### config.mk
export PLATFORM = sky130hd
export DESIGN_NAME = two_class_priority_queue_flat
export DESIGN_NICKNAME = d
export VERILOG_FILES = /design/src/tcpq_pkg.sv /design/src/tcpq_req_if.sv /design/src/tcpq_rsp_if.sv /design/src/tcpq_datapath.sv /design/src/tcpq_ctrl.sv /design/src/two_class_priority_queue.sv /design/src/flat_wrapper.sv
export SDC_FILE = /design/constraint.sdc
export NUM_CORES = 1
export LEC_CHECK = 0
export ABC_AREA = 1
export BUFFER_PORTS_ARGS = -buffer_cell sky130_fd_sc_hd__buf_2
export CORE_MARGIN = 4
export CORE_UTILIZATION = 45
export CTS_CLUSTER_DIAMETER = 30
export DETAILED_ROUTE_END_ITERATION = 8
export RECOVER_POWER = 100
export SYNTH_ARGS = -nofsm -noshare
export SYNTH_HDL_FRONTEND = slang
export SYNTH_HIERARCHICAL = 1
export SYNTH_SLANG_ARGS = --single-unit
### constraint.sdc
create_clock -name clk -period 2.9 [get_ports clk]
set_clock_uncertainty 0.15 [all_clocks]
set_input_delay 0.145 -clock clk [delete_from_list [all_inputs] [get_ports clk]]
set_output_delay 0.145 -clock clk [all_outputs]
set_load 0.02 [all_outputs]
### src/tcpq_pkg.sv
// Shared types and constants for the two-class priority queue.
package tcpq_pkg;

    localparam int unsigned DEF_QUEUE_DEPTH = 32;
    localparam int unsigned DEF_MAX_IDENT   = 1023;
    localparam int          ID_W            = 10;
    localparam int          COUNT_W         = 6;

    typedef enum logic [1:0] {
        OP_ADD    = 2'd0,
        OP_REMOVE = 2'd1,
        OP_DEPART = 2'd2,
        OP_TEST   = 2'd3
    } op_t;

    typedef struct packed {
        logic load;
        logic scan;
        logic dn_init;
        logic dn_step;
        logic up_init;
        logic up_step;
        logic insert;
        logic drop;
        logic set_result;
        logic res_ok;
        logic res_present;
    } dp_cmd_t;

    typedef struct packed {
        logic scan_done;
        logic found;
        logic id_ok;
        logic class_ok;
        logic full;
        logic dn_done;
        logic up_done;
        logic out_busy;
        op_t  op;
    } dp_stat_t;

endpackage

### src/tcpq_req_if.sv
// Request channel interface of the two-class priority queue.
interface tcpq_req_if;
    logic                      valid;
    logic                      ready;
    tcpq_pkg::op_t             opcode;
    logic [tcpq_pkg::ID_W-1:0] item_id;
    logic                      item_class;
    logic                      urgent;

    modport source (output valid, output opcode, output item_id, output item_class,
                    output urgent, input ready);
    modport sink (input valid, input opcode, input item_id, input item_class,
                  input urgent, output ready);
endinterface

### src/tcpq_rsp_if.sv
// Result channel interface of the two-class priority queue.
interface tcpq_rsp_if;
    logic                         valid;
    logic                         ready;
    logic                         ok;
    logic                         present;
    logic [tcpq_pkg::COUNT_W-1:0] entry_count;
    logic [tcpq_pkg::ID_W-1:0]    departed_id;

    modport source (output valid, output ok, output present, output entry_count,
                    output departed_id, input ready);
    modport sink (input valid, input ok, input present, input entry_count,
                  input departed_id, output ready);
endinterface

### src/tcpq_datapath.sv
// Datapath of the two-class priority queue: slot memory, counters and result register.
module tcpq_datapath #(
    parameter int unsigned QUEUE_DEPTH = tcpq_pkg::DEF_QUEUE_DEPTH,
    parameter int unsigned MAX_IDENT   = tcpq_pkg::DEF_MAX_IDENT
) (
    input  logic                      clk,
    input  logic                      rst_n,
    input  tcpq_pkg::dp_cmd_t         cmd,
    output tcpq_pkg::dp_stat_t        stat,
    input  tcpq_pkg::op_t             in_opcode,
    input  logic [tcpq_pkg::ID_W-1:0] in_item_id,
    input  logic                      in_item_class,
    input  logic                      in_urgent,
    input  logic                      cfg_we,
    input  logic                      cfg_wdata,
    tcpq_rsp_if.source                rsp
);
    import tcpq_pkg::*;

    localparam int AW = $clog2(QUEUE_DEPTH);
    localparam int OW = $clog2(QUEUE_DEPTH + 1);

    typedef struct packed {
        logic [ID_W-1:0] id;
        logic            urg;
    } slot_t;

    slot_t mem [QUEUE_DEPTH];

    op_t              op_reg;
    logic [ID_W-1:0]  id_reg;
    logic             cls_reg;
    logic             urg_reg;
    logic             qclass_reg;
    logic [OW-1:0]    occ_reg;
    logic [OW-1:0]    ucnt_reg;
    logic [OW-1:0]    rd_ptr_reg;
    logic [OW-1:0]    pos_reg;
    logic             rvalid_reg;
    logic [AW-1:0]    raddr_q_reg;
    slot_t            rdata_reg;
    logic             found_reg;
    logic [ID_W-1:0]  hit_id_reg;
    logic             hit_urg_reg;
    logic             out_valid_reg;
    logic             ok_reg;
    logic             present_reg;
    logic [COUNT_W-1:0] count_reg;
    logic [ID_W-1:0]  departed_reg;

    logic             scan_issue;
    logic             dn_issue;
    logic             up_issue;
    logic             rd_en;
    logic [OW-1:0]    up_src;
    logic [AW-1:0]    rd_addr;
    logic             match;
    logic             wr_en;
    logic [AW-1:0]    wr_addr;
    slot_t            wr_data;
    logic [31:0]      occ_wide;
    logic [ID_W-1:0]  departed_next;

    assign scan_issue = cmd.scan && !found_reg && (rd_ptr_reg < occ_reg);
    assign dn_issue   = cmd.dn_step && (rd_ptr_reg < occ_reg);
    assign up_issue   = cmd.up_step && (rd_ptr_reg > pos_reg);
    assign rd_en      = scan_issue || dn_issue || up_issue;
    assign up_src     = rd_ptr_reg - OW'(1);
    assign rd_addr    = up_issue ? up_src[AW-1:0] : rd_ptr_reg[AW-1:0];

    // Depart takes whatever sits at the head; the other commands look for the id.
    assign match = rvalid_reg && cmd.scan && !found_reg &&
                   ((op_reg == OP_DEPART) ? (raddr_q_reg == '0)
                                          : (rdata_reg.id == id_reg));

    always_comb
    begin
        wr_en   = 1'b0;
        wr_addr = raddr_q_reg;
        wr_data = rdata_reg;
        priority if (cmd.insert)
        begin
            wr_en   = 1'b1;
            wr_addr = pos_reg[AW-1:0];
            wr_data = '{id: id_reg, urg: urg_reg};
        end
        else if (cmd.dn_step && rvalid_reg)
        begin
            wr_en   = 1'b1;
            wr_addr = raddr_q_reg - AW'(1);
        end
        else if (cmd.up_step && rvalid_reg)
        begin
            wr_en   = 1'b1;
            wr_addr = raddr_q_reg + AW'(1);
        end
    end

    always_ff @(posedge clk)
    begin
        if (wr_en)
        begin
            mem[wr_addr] <= wr_data;
        end
        if (rd_en)
        begin
            rdata_reg <= mem[rd_addr];
        end
    end

    always_ff @(posedge clk)
    begin
        if (cmd.load)
        begin
            op_reg  <= in_opcode;
            id_reg  <= in_item_id;
            cls_reg <= in_item_class;
            urg_reg <= in_urgent;
        end
        if (rd_en)
        begin
            raddr_q_reg <= rd_addr;
        end
        if (match)
        begin
            hit_id_reg  <= rdata_reg.id;
            hit_urg_reg <= rdata_reg.urg;
        end
        if (cmd.set_result)
        begin
            ok_reg       <= cmd.res_ok;
            present_reg  <= cmd.res_present;
            count_reg    <= occ_wide[COUNT_W-1:0];
            departed_reg <= departed_next;
        end
    end

    assign occ_wide      = 32'(occ_reg);
    assign departed_next = ((op_reg == OP_DEPART) && cmd.res_ok) ? hit_id_reg : '0;

    always_ff @(posedge clk or negedge rst_n)
    begin
        if (!rst_n)
        begin
            qclass_reg    <= 1'b0;
            occ_reg       <= '0;
            ucnt_reg      <= '0;
            rd_ptr_reg    <= '0;
            pos_reg       <= '0;
            rvalid_reg    <= 1'b0;
            found_reg     <= 1'b0;
            out_valid_reg <= 1'b0;
        end
        else
        begin
            if (cfg_we)
            begin
                qclass_reg <= cfg_wdata;
            end
            rvalid_reg <= rd_en;
            if (cmd.load)
            begin
                found_reg  <= 1'b0;
                rd_ptr_reg <= '0;
            end
            else if (cmd.dn_init)
            begin
                rd_ptr_reg <= pos_reg + OW'(1);
            end
            else if (cmd.up_init)
            begin
                rd_ptr_reg <= occ_reg;
                pos_reg    <= urg_reg ? ucnt_reg : occ_reg;
            end
            else if (scan_issue || dn_issue)
            begin
                rd_ptr_reg <= rd_ptr_reg + OW'(1);
            end
            else if (up_issue)
            begin
                rd_ptr_reg <= up_src;
            end
            if (match)
            begin
                found_reg <= 1'b1;
                pos_reg   <= OW'(raddr_q_reg);
            end
            if (cmd.insert)
            begin
                occ_reg  <= occ_reg + OW'(1);
                ucnt_reg <= ucnt_reg + OW'(urg_reg);
            end
            else if (cmd.drop)
            begin
                occ_reg  <= occ_reg - OW'(1);
                ucnt_reg <= ucnt_reg - OW'(hit_urg_reg);
            end
            if (cmd.set_result)
            begin
                out_valid_reg <= 1'b1;
            end
            else if (rsp.ready)
            begin
                out_valid_reg <= 1'b0;
            end
        end
    end

    always_comb
    begin
        stat.scan_done = !rvalid_reg && (found_reg || (rd_ptr_reg >= occ_reg));
        stat.found     = found_reg;
        stat.id_ok     = (id_reg != '0) && (32'(id_reg) <= MAX_IDENT);
        stat.class_ok  = (cls_reg == qclass_reg);
        stat.full      = (occ_reg == OW'(QUEUE_DEPTH));
        stat.dn_done   = !rvalid_reg && (rd_ptr_reg >= occ_reg);
        stat.up_done   = !rvalid_reg && (rd_ptr_reg <= pos_reg);
        stat.out_busy  = out_valid_reg && !rsp.ready;
        stat.op        = op_reg;
    end

    assign rsp.valid       = out_valid_reg;
    assign rsp.ok          = ok_reg;
    assign rsp.present     = present_reg;
    assign rsp.entry_count = count_reg;
    assign rsp.departed_id = departed_reg;

endmodule

### src/tcpq_ctrl.sv
// Controller state machine of the two-class priority queue.
module tcpq_ctrl (
    input  logic               clk,
    input  logic               rst_n,
    input  logic               in_valid,
    output logic               in_ready,
    input  tcpq_pkg::dp_stat_t stat,
    output tcpq_pkg::dp_cmd_t  cmd
);
    import tcpq_pkg::*;

    typedef enum logic [3:0] {
        ST_IDLE,
        ST_SCAN,
        ST_DN_INIT,
        ST_DN,
        ST_DROP,
        ST_UP_INIT,
        ST_UP,
        ST_INSERT,
        ST_DONE
    } state_t;

    state_t state_reg;
    logic   res_ok_reg;
    logic   res_present_reg;

    always_ff @(posedge clk or negedge rst_n)
    begin
        if (!rst_n)
        begin
            state_reg       <= ST_IDLE;
            res_ok_reg      <= 1'b0;
            res_present_reg <= 1'b0;
        end
        else
        begin
            unique case (state_reg)
                ST_IDLE:
                begin
                    res_ok_reg      <= 1'b0;
                    res_present_reg <= 1'b0;
                    if (in_valid)
                    begin
                        state_reg <= ST_SCAN;
                    end
                end
                ST_SCAN:
                begin
                    if (stat.scan_done)
                    begin
                        unique case (stat.op)
                            OP_ADD:
                            begin
                                if (stat.id_ok && stat.class_ok && !stat.full && !stat.found)
                                begin
                                    state_reg <= ST_UP_INIT;
                                end
                                else
                                begin
                                    state_reg <= ST_DONE;
                                end
                            end
                            OP_REMOVE:
                            begin
                                state_reg <= (stat.id_ok && stat.found) ? ST_DN_INIT : ST_DONE;
                            end
                            OP_DEPART:
                            begin
                                state_reg <= stat.found ? ST_DN_INIT : ST_DONE;
                            end
                            OP_TEST:
                            begin
                                res_present_reg <= stat.id_ok && stat.found;
                                state_reg       <= ST_DONE;
                            end
                            default:
                            begin
                                state_reg <= ST_DONE;
                            end
                        endcase
                    end
                end
                ST_DN_INIT:
                begin
                    state_reg <= ST_DN;
                end
                ST_DN:
                begin
                    if (stat.dn_done)
                    begin
                        state_reg <= ST_DROP;
                    end
                end
                ST_DROP:
                begin
                    res_ok_reg <= 1'b1;
                    state_reg  <= ST_DONE;
                end
                ST_UP_INIT:
                begin
                    state_reg <= ST_UP;
                end
                ST_UP:
                begin
                    if (stat.up_done)
                    begin
                        state_reg <= ST_INSERT;
                    end
                end
                ST_INSERT:
                begin
                    res_ok_reg <= 1'b1;
                    state_reg  <= ST_DONE;
                end
                ST_DONE:
                begin
                    if (!stat.out_busy)
                    begin
                        state_reg <= ST_IDLE;
                    end
                end
                default:
                begin
                    state_reg <= ST_IDLE;
                end
            endcase
        end
    end

    assign in_ready = (state_reg == ST_IDLE);

    always_comb
    begin
        cmd             = '0;
        cmd.load        = (state_reg == ST_IDLE) && in_valid;
        cmd.scan        = (state_reg == ST_SCAN);
        cmd.dn_init     = (state_reg == ST_DN_INIT);
        cmd.dn_step     = (state_reg == ST_DN);
        cmd.drop        = (state_reg == ST_DROP);
        cmd.up_init     = (state_reg == ST_UP_INIT);
        cmd.up_step     = (state_reg == ST_UP);
        cmd.insert      = (state_reg == ST_INSERT);
        cmd.set_result  = (state_reg == ST_DONE) && !stat.out_busy;
        cmd.res_ok      = res_ok_reg;
        cmd.res_present = res_present_reg;
    end

endmodule

### src/two_class_priority_queue.sv
// Top level of the two-class priority queue.
// The queue keeps up to QUEUE_DEPTH unique ids in one ordered slot memory: urgent
// entries form a prefix in arrival order and normal entries follow in arrival order.
// Requests are add, remove by id, depart head and test presence, and each request
// gives exactly one result with ok, present, the entry count afterwards and the id
// that departed. One request is handled at a time. A request first walks the
// occupied slots one per cycle until it finds its id, then an add or a removal
// shifts the entries behind the affected slot one per cycle through the single
// write port of the slot memory. The result sits in an output register, so the next
// request is accepted while a result still waits to be taken. The queue class
// register may be written only while the queue is idle.
module two_class_priority_queue #(
    parameter int unsigned QUEUE_DEPTH = tcpq_pkg::DEF_QUEUE_DEPTH,
    parameter int unsigned MAX_IDENT   = tcpq_pkg::DEF_MAX_IDENT
) (
    input  logic        clk,
    input  logic        rst_n,
    tcpq_req_if.sink    req,
    tcpq_rsp_if.source  rsp,
    input  logic        cfg_we,
    input  logic        cfg_wdata
);
    import tcpq_pkg::*;

    dp_cmd_t  cmd;
    dp_stat_t stat;
    logic     in_ready;

    assign req.ready = in_ready;

    tcpq_ctrl u_ctrl (
        .clk      (clk),
        .rst_n    (rst_n),
        .in_valid (req.valid),
        .in_ready (in_ready),
        .stat     (stat),
        .cmd      (cmd)
    );

    tcpq_datapath #(
        .QUEUE_DEPTH (QUEUE_DEPTH),
        .MAX_IDENT   (MAX_IDENT)
    ) u_datapath (
        .clk           (clk),
        .rst_n         (rst_n),
        .cmd           (cmd),
        .stat          (stat),
        .in_opcode     (req.opcode),
        .in_item_id    (req.item_id),
        .in_item_class (req.item_class),
        .in_urgent     (req.urgent),
        .cfg_we        (cfg_we),
        .cfg_wdata     (cfg_wdata),
        .rsp           (rsp)
    );

endmodule
### src/flat_wrapper.sv
// flat-port wrapper written by rule: the top's interface ports become plain ports
module two_class_priority_queue_flat import tcpq_pkg::*;
#(
    parameter int unsigned QUEUE_DEPTH = tcpq_pkg::DEF_QUEUE_DEPTH,
    parameter int unsigned MAX_IDENT   = tcpq_pkg::DEF_MAX_IDENT
)
  (clk, rst_n, cfg_we, cfg_wdata, req_valid, req_opcode, req_item_id, req_item_class, req_urgent, req_ready, rsp_valid, rsp_ok, rsp_present, rsp_entry_count, rsp_departed_id, rsp_ready);
  tcpq_req_if req_i ();
  tcpq_rsp_if rsp_i ();
  input  logic clk;
  input  logic rst_n;
  input  logic cfg_we;
  input  logic cfg_wdata;
  input wire logic [$bits(req_i.valid)-1:0] req_valid;
  input wire logic [$bits(req_i.opcode)-1:0] req_opcode;
  input wire logic [$bits(req_i.item_id)-1:0] req_item_id;
  input wire logic [$bits(req_i.item_class)-1:0] req_item_class;
  input wire logic [$bits(req_i.urgent)-1:0] req_urgent;
  output wire logic [$bits(req_i.ready)-1:0] req_ready;
  output wire logic [$bits(rsp_i.valid)-1:0] rsp_valid;
  output wire logic [$bits(rsp_i.ok)-1:0] rsp_ok;
  output wire logic [$bits(rsp_i.present)-1:0] rsp_present;
  output wire logic [$bits(rsp_i.entry_count)-1:0] rsp_entry_count;
  output wire logic [$bits(rsp_i.departed_id)-1:0] rsp_departed_id;
  input wire logic [$bits(rsp_i.ready)-1:0] rsp_ready;
  assign req_i.valid = req_valid;
  assign req_i.opcode = req_opcode;
  assign req_i.item_id = req_item_id;
  assign req_i.item_class = req_item_class;
  assign req_i.urgent = req_urgent;
  assign req_ready = req_i.ready;
  assign rsp_valid = rsp_i.valid;
  assign rsp_ok = rsp_i.ok;
  assign rsp_present = rsp_i.present;
  assign rsp_entry_count = rsp_i.entry_count;
  assign rsp_departed_id = rsp_i.departed_id;
  assign rsp_i.ready = rsp_ready;
  two_class_priority_queue #(.QUEUE_DEPTH(QUEUE_DEPTH), .MAX_IDENT(MAX_IDENT)) u_core (.clk(clk), .rst_n(rst_n), .req(req_i), .rsp(rsp_i), .cfg_we(cfg_we), .cfg_wdata(cfg_wdata));
endmodule
* Yosys cells after proc, flatten, opt, wreduce, memory -nomap -nowiden
Memory sizes are Yosys's and may differ from the RTL's. A register that Yosys moved wholly into a read port is not among the register bits.
Cells that the tools add are included.
** Storage, ports and cells
- Bits in read-only memories :: 0
- Memory bits (writable) :: 352
- Memories kept :: 1
- Bits in registers :: 82
- Logic and storage cells :: 144
- Latch bits :: 0
** Operators by class
- Divide/modulo/power cells :: 0
- Mux-type cells :: 43
- Equal/unequal tests :: 22
- Magnitude comparators :: 4
- Bitwise operators :: 0
- Multiply operators :: 0
- $add $sub $neg :: 9
- Reductions and logical operators :: 43
- Shift-type cells :: 0
** Memory list
- u_core.u_datapath.mem :: depth 32, width 11, read ports 1, clocked after Yosys merged registers in 1, write ports 1, RTL line tcpq_datapath.sv:28 : slot_t mem [QUEUE_DEPTH];
** Operator list (number)
- two-way mux 6 bit :: 14
- two-way mux 4 bit :: 8
- case mux 4 bit (8 select lines) :: 1
- logical AND 1 bit :: 20
- two-way mux 5 bit :: 4
- adder 6 x 1 -> 6 bit, second input constant :: 3
- == test 4 x 3 -> 1 bit, second input constant :: 4
- case mux 4 bit (4 select lines) :: 1
- two-way mux 1 bit :: 12
- nonzero test 2 bit :: 6
- subtractor 6 x 1 -> 6 bit, second input constant :: 2
- two-way mux 11 bit :: 1
- == test 10 bit :: 1
- nonzero test 10 bit :: 1
- == test 4 x 2 -> 1 bit, second input constant :: 2
- inequality test 2 x 1 -> 1 bit, second input constant :: 4
- inequality test 2 bit, second input constant :: 4
- adder 6 x 1 -> 6 bit :: 1
- == test 6 bit, second input constant :: 1
- >= comparator 6 bit :: 1
- > comparator 6 bit :: 1
- less-or-equal comparator 6 bit :: 1
- less-than comparator 6 bit :: 1
- AND reduction 3 bit :: 2
- other kinds (17) :: 25

* Depth between registers and ports, before layout
- Depth after elaboration :: 8
- Depth in mapped cells :: 20

* Hierarchy
The synthesis kept the hierarchy.
** By module, submodules not included
- tcpq_datapath :: area an instance 20352.0 µm², times used 1, cells an instance 2035
- tcpq_ctrl :: area an instance 539.3 µm², times used 1, cells an instance 85

* Least setup slack after synthesis
Ideal clock, no wire load.
- Path type :: register to register
- Start point :: reg u_core.u_ctrl.state_reg[1]
- End point :: reg u_core.u_datapath.departed_reg[0], in the netlist u_core/u_datapath/rsp.departed_id[0] (enable)
- Data required time :: 2.309 ns
- Period minus slack after synthesis :: 3.072 ns
- Arrival time :: 2.481 ns
- Setup time :: 0.441 ns
- Cell stages (with the launch flop) :: 4
- Setup slack :: -0.172 ns
- Cells stage by stage :: dfrtp_1 > nor2_1 > inv_1 > nor4_1
** RTL lines
- start, declared :: RTL line tcpq_ctrl.sv:24 : state_t state_reg;
- start signal, assigned :: RTL line tcpq_ctrl.sv:66 : state_reg <= (stat.id_ok && stat.found) ? ST_DN_INIT : ST_DONE;
- start signal, assigned :: RTL line tcpq_ctrl.sv:70 : state_reg <= stat.found ? ST_DN_INIT : ST_DONE;
- end signal, assigned :: RTL line tcpq_datapath.sv:134 : departed_reg <= departed_next;
- end, declared :: RTL line tcpq_datapath.sv:49 : logic [ID_W-1:0] departed_reg;

* Worst setup path in the final report
- Start point :: reg u_core.u_datapath.pos_reg[5]
- End point :: reg u_core/u_datapath/rdata_reg[9] (netlist name)
** Between the ends
- Longest elaborated chain between the ends :: 3
- Elaborated cells on any way between the ends :: 4
** RTL lines
- start, declared :: RTL line tcpq_datapath.sv:38 : logic [OW-1:0] pos_reg;
- start signal, assigned :: RTL line tcpq_datapath.sv:173 : pos_reg <= urg_reg ? ucnt_reg : occ_reg;
- start signal, assigned :: RTL line tcpq_datapath.sv:186 : pos_reg <= OW'(raddr_q_reg);
- > comparator 6 bit * :: RTL line tcpq_datapath.sv:66 : assign up_issue = cmd.up_step && (rd_ptr_reg > pos_reg);
- logical AND 1 bit * :: RTL line tcpq_datapath.sv:66
- two-way mux 5 bit / logical OR 1 bit (equally long branches) :: RTL line tcpq_datapath.sv:69, tcpq_datapath.sv:67
Mark *: on every way between the ends. The rest lies on a longest branch, timed or not.
A chain may end at the register's enable or synchronous reset.

==> results_dict.tcl <==
set metrics [dict create \
    max_clock_freq_mhz 350 \
    synth_seq_cells 445 \
    status "complete, but fails checks" \
    place.port_buffers 39 \
    final_core_util_pct 61.2 \
    hp-class "in2reg" \
    violations "max-capacitance violations, max-slew violations" \
    grt.overflow.total 0 \
    setup_violations 0 \
    cts_buffers 94 \
    die_w_um 223 \
    first_pass_iters 5 \
    synth_top_area_share_pct 59.1 \
    min_period_over_period_pct 98.5 \
    drtIter0Drc 1508 \
    avgRoutedWirePerCell_um 20.3 \
    ir_drop_v 0.000614 \
    total_power_w 0.0324 \
    routed_wl_um 61600 \
    area_delta_synth_final_pct 33.8 \
    min_to "u_core/u_datapath/id_reg[2]$_DFFE_PP_" \
    synth-edff-count 411 \
    yosysSeqAreaShare_pct 63.1 \
    synth.top_cells.by_area "edfxtp_1 59%, nand3_1 9.3%, nand2_1 8.3%, inv_1 7.6%, dfrtp_1 4.1%" \
    grt_pass1_vias 15200 \
    largest_reg_flops 352 \
    fin_crit_ns 2.86 \
    core-area_um2 45700 \
    yosysWarningCount 6 \
    clock_sinks 445 \
    io_pins 40 \
    final_layout_size_suffix_gt1_share_pct 23.7 \
    synth_cells 2120 \
    ff2ff_setup_slack_ns 0.04 \
    regToRegEndpoint "u_core/u_datapath/rdata_reg[9]$_DFFE_PP_" \
    netlist.top_cell.by_area "edfxtp_1" \
    antenna_cells 0 \
    holdWs_ns 0.103 \
    fin_area_um2 28000 \
    critical_path_class "reg2reg" \
    cts-htree-levels 3 \
    drcViolationCount 0 \
    relSlewSlack_pct -35.0 \
    worstHoldPathCells 2 \
    rows 78 \
    setup_slack_ns 0.0436 \
    async_flop_share_pct 7.64 \
    final_antenna_net_count 0 \
    hold_viol 0 \
    synth_area_um2 20900 \
    grt_max_degree 56 \
    track_usage_pct 23.0 \
    power_density_nw_per_um2 1160 \
    vias 16000 \
    drv_slew 35 \
    via_per_inst 5.27 \
    crit_path_end_kind "flip-flop" \
    rsz0062_at_grt "true" \
    cp.required_ns 3.10 \
    die_area_um2 49900 \
    cts_buffer_depth 3 \
    maxCapViolations 1 \
    pre_cts_slack_ns -0.267 \
    cts_root_buffer "clkbuf_16" \
    syn_nets 2168 \
    worstHoldStart "req_item_id[2]" \
    tritoncts "yes" \
    startpoint_type "flip-flop" \
    n_fill_cell 3640 \
    path_max_fanout 9 \
    worstMarginPinSlew_ns 2.02 \
    hpwl_um 36000 \
    gp_congestion 0.875 \
    ff2ff_path_depth 17 \
    grt_pass1_wl_um 88500 \
    p_leak_nw 12.1 \
    antenna_found_initial 0 \
    path_clk_slew_ns 0.05 \
    place_area_um2 22600 \
    arrival_ns 3.06 \
    r2r_start "u_core/u_datapath/pos_reg[5]$_DFFE_PN0P_" \
    synth_top_flop_cell "edfxtp_1" \
    initial_core_util_pct 45.7 \
    fin_nets 2410 \
    yosysUniqueCellTypes 44 \
    postSynthAreaPerCell_um2 9.85 \
    clk_latency_ns 0.62 \
    die_h_um 223 \
]
-- how the worst max path moves through the flow --
stage                                                 from                                        end  slack (ns)  depth (start not counted)
4_1_cts           u_core/u_datapath/pos_reg[3]$_DFFE_PN0P_   u_core/u_datapath/rdata_reg[1]$_DFFE_PP_      -0.005                         17
3_5_place_dp      u_core/u_datapath/pos_reg[5]$_DFFE_PN0P_   u_core/u_datapath/rdata_reg[1]$_DFFE_PP_       -0.27                         16
2_1_floorplan       u_core/u_ctrl/state_reg[3]$_DFFE_PN0P_  u_core/u_datapath/ucnt_reg[5]$_DFFE_PN0P_        0.03                         16
3_3_place_gp   u_core/u_datapath/rd_ptr_reg[4]$_DFFE_PN0P_   u_core/u_datapath/rdata_reg[3]$_DFFE_PP_       -0.23                         15
6_report          u_core/u_datapath/pos_reg[5]$_DFFE_PN0P_   u_core/u_datapath/rdata_reg[9]$_DFFE_PP_        0.04                         17
5_1_grt           u_core/u_datapath/pos_reg[5]$_DFFE_PN0P_   u_core/u_datapath/rdata_reg[4]$_DFFE_PP_       -0.09                         17
-- worst max-delay path, stage by stage, from the launching register on --
cell and delay (ns):
dfrtp_1 0.36, inv_2 0.06, ha_4 0.29, nand2_4 0.07
nor2_4 0.14, nand2_2 0.09, nand3_4 0.09, nand4_1 0.19
nand2_4 0.27, buf_12 0.15, clkbuf_16 0.15, nand2_1 0.08
nand3_2 0.10, nand3_1 0.09, nand3_2 0.11, nand2_2 0.07
nand2_2 0.07, nand2_1 0.06
-- kinds of logic (layout without fill, tap and decap cells) --
logic type               count (synthesis)  count (layout)  share of synthesized area [%]
adder cells (fa/ha/maj)                 28              28                           1.75
XOR/XNOR                                20              20                          0.838
buffers and inverters                  517             839                           9.74
flip-flops                             445             445                           63.1
multiplexers                             1               1                         0.0539
AO/OA/AOI/OAI                           94              94                           2.63
AND/OR/NAND/NOR                       1015            1015                           21.8
-- per-stage QoR --
| stage | std cells | setup TNS (ns) |
|---|---|---|
| after floorplan | 2120 | 0 |
| after global placement | 2794 | -4.51 |
| after detailed placement | 2794 | -2.58 |
| after CTS | 3004 | -0.00843 |
| after global routing | 3042 | -3.81 |
| final | 3042 | 0 |
-- layer usage --
metal,track usage (%),wire (µm)
met1,31.3,25600
met2,36.4,28800
met3,4.64,4680
met4,9.07,2550
met5,0,0
-- repair_timing --
action | CTS | global route
hold endpoints to repair | 54 | 0
buffers inserted | 11 | 18
gates resized for setup | 42 | 249
pin swaps | 4 | 31
gates cloned | 4 | 23
setup endpoints to repair | 120 | 366
hold buffers | 19 | 0
-- placed cells by master, fill, tap and decap left out, types with 7 or more instances in the layout --
cell type	Yosys	routed
or2_2	7	7
clkinvlp_4	0	20
xnor2_1	8	8
clkinv_2	0	10
nor2_1	87	63
nand2_4	1	13
xor2_1	12	12
clkinv_1	0	8
o21ai_0	46	34
buf_6	1	30
ha_1	26	22
nand2_2	4	30
clkinv_4	0	10
dfrtp_1	34	34
nor2_2	4	13
nand3_1	388	282
bufinv_16	0	20
nand2_1	462	424
nor2_4	2	17
edfxtp_1	411	411
clkbuf_1	33	32
nand4_1	8	8
dlygate4sd3_1	0	19
buf_2	46	17
buf_12	0	25
o21ai_2	3	7
buf_4	8	96
inv_2	3	7
inv_1	422	414
clkbuf_16	0	103
nand3_2	5	107
nand3b_1	35	35
a21oi_1	24	22
-- where the power goes --
| part | switching, W | internal (W) |
|---|---|---|
| logic | 0.00803 | 0.00416 |
| clock network | 0.00356 | 0.00774 |
| registers | 0.000442 | 0.00848 |
-- layout make-up --
| class | count | area [µm²] | share of cell area, % |
|---|---|---|---|
| Clock buffer | 101 | 2380 | 8.51 |
| Clock inverter | 75 | 1020 | 3.65 |
| Inverter | 425 | 1620 | 5.79 |
| Multi-Input combinational cell | 1158 | 6630 | 23.7 |
| Sequential cell | 445 | 13200 | 47.2 |
| Tap cell | 600 | 751 | 2.69 |
| Timing Repair Buffer | 236 | 2360 | 8.44 |
| Timing Repair inverter | 2 | 12.5 | 0.0448 |
-- cells in the mapped netlist (3+ instances only) --
| cell | number |
|---|---|
| or2_2 | 7 |
| buf_1 | 4 |
| nor2_2 | 4 |
| edfxtp_1 | 411 |
| nand2_2 | 4 |
| o21ai_0 | 46 |
| a211oi_1 | 5 |
| xor2_1 | 12 |
| a21oi_1 | 24 |
| inv_1 | 422 |
| nor2_1 | 87 |
| nor3_1 | 5 |
| inv_2 | 3 |
| nand3b_1 | 35 |
| nand2_1 | 462 |
| nand3_2 | 5 |
| nand3_1 | 388 |
| buf_4 | 8 |
| dfrtp_1 | 34 |
| nor4_1 | 6 |
| clkbuf_1 | 33 |
| ha_1 | 26 |
| buf_2 | 46 |
| xnor2_1 | 8 |
| nand4_1 | 8 |
| o21ai_2 | 3 |
(Power assumes the default switching activity.)
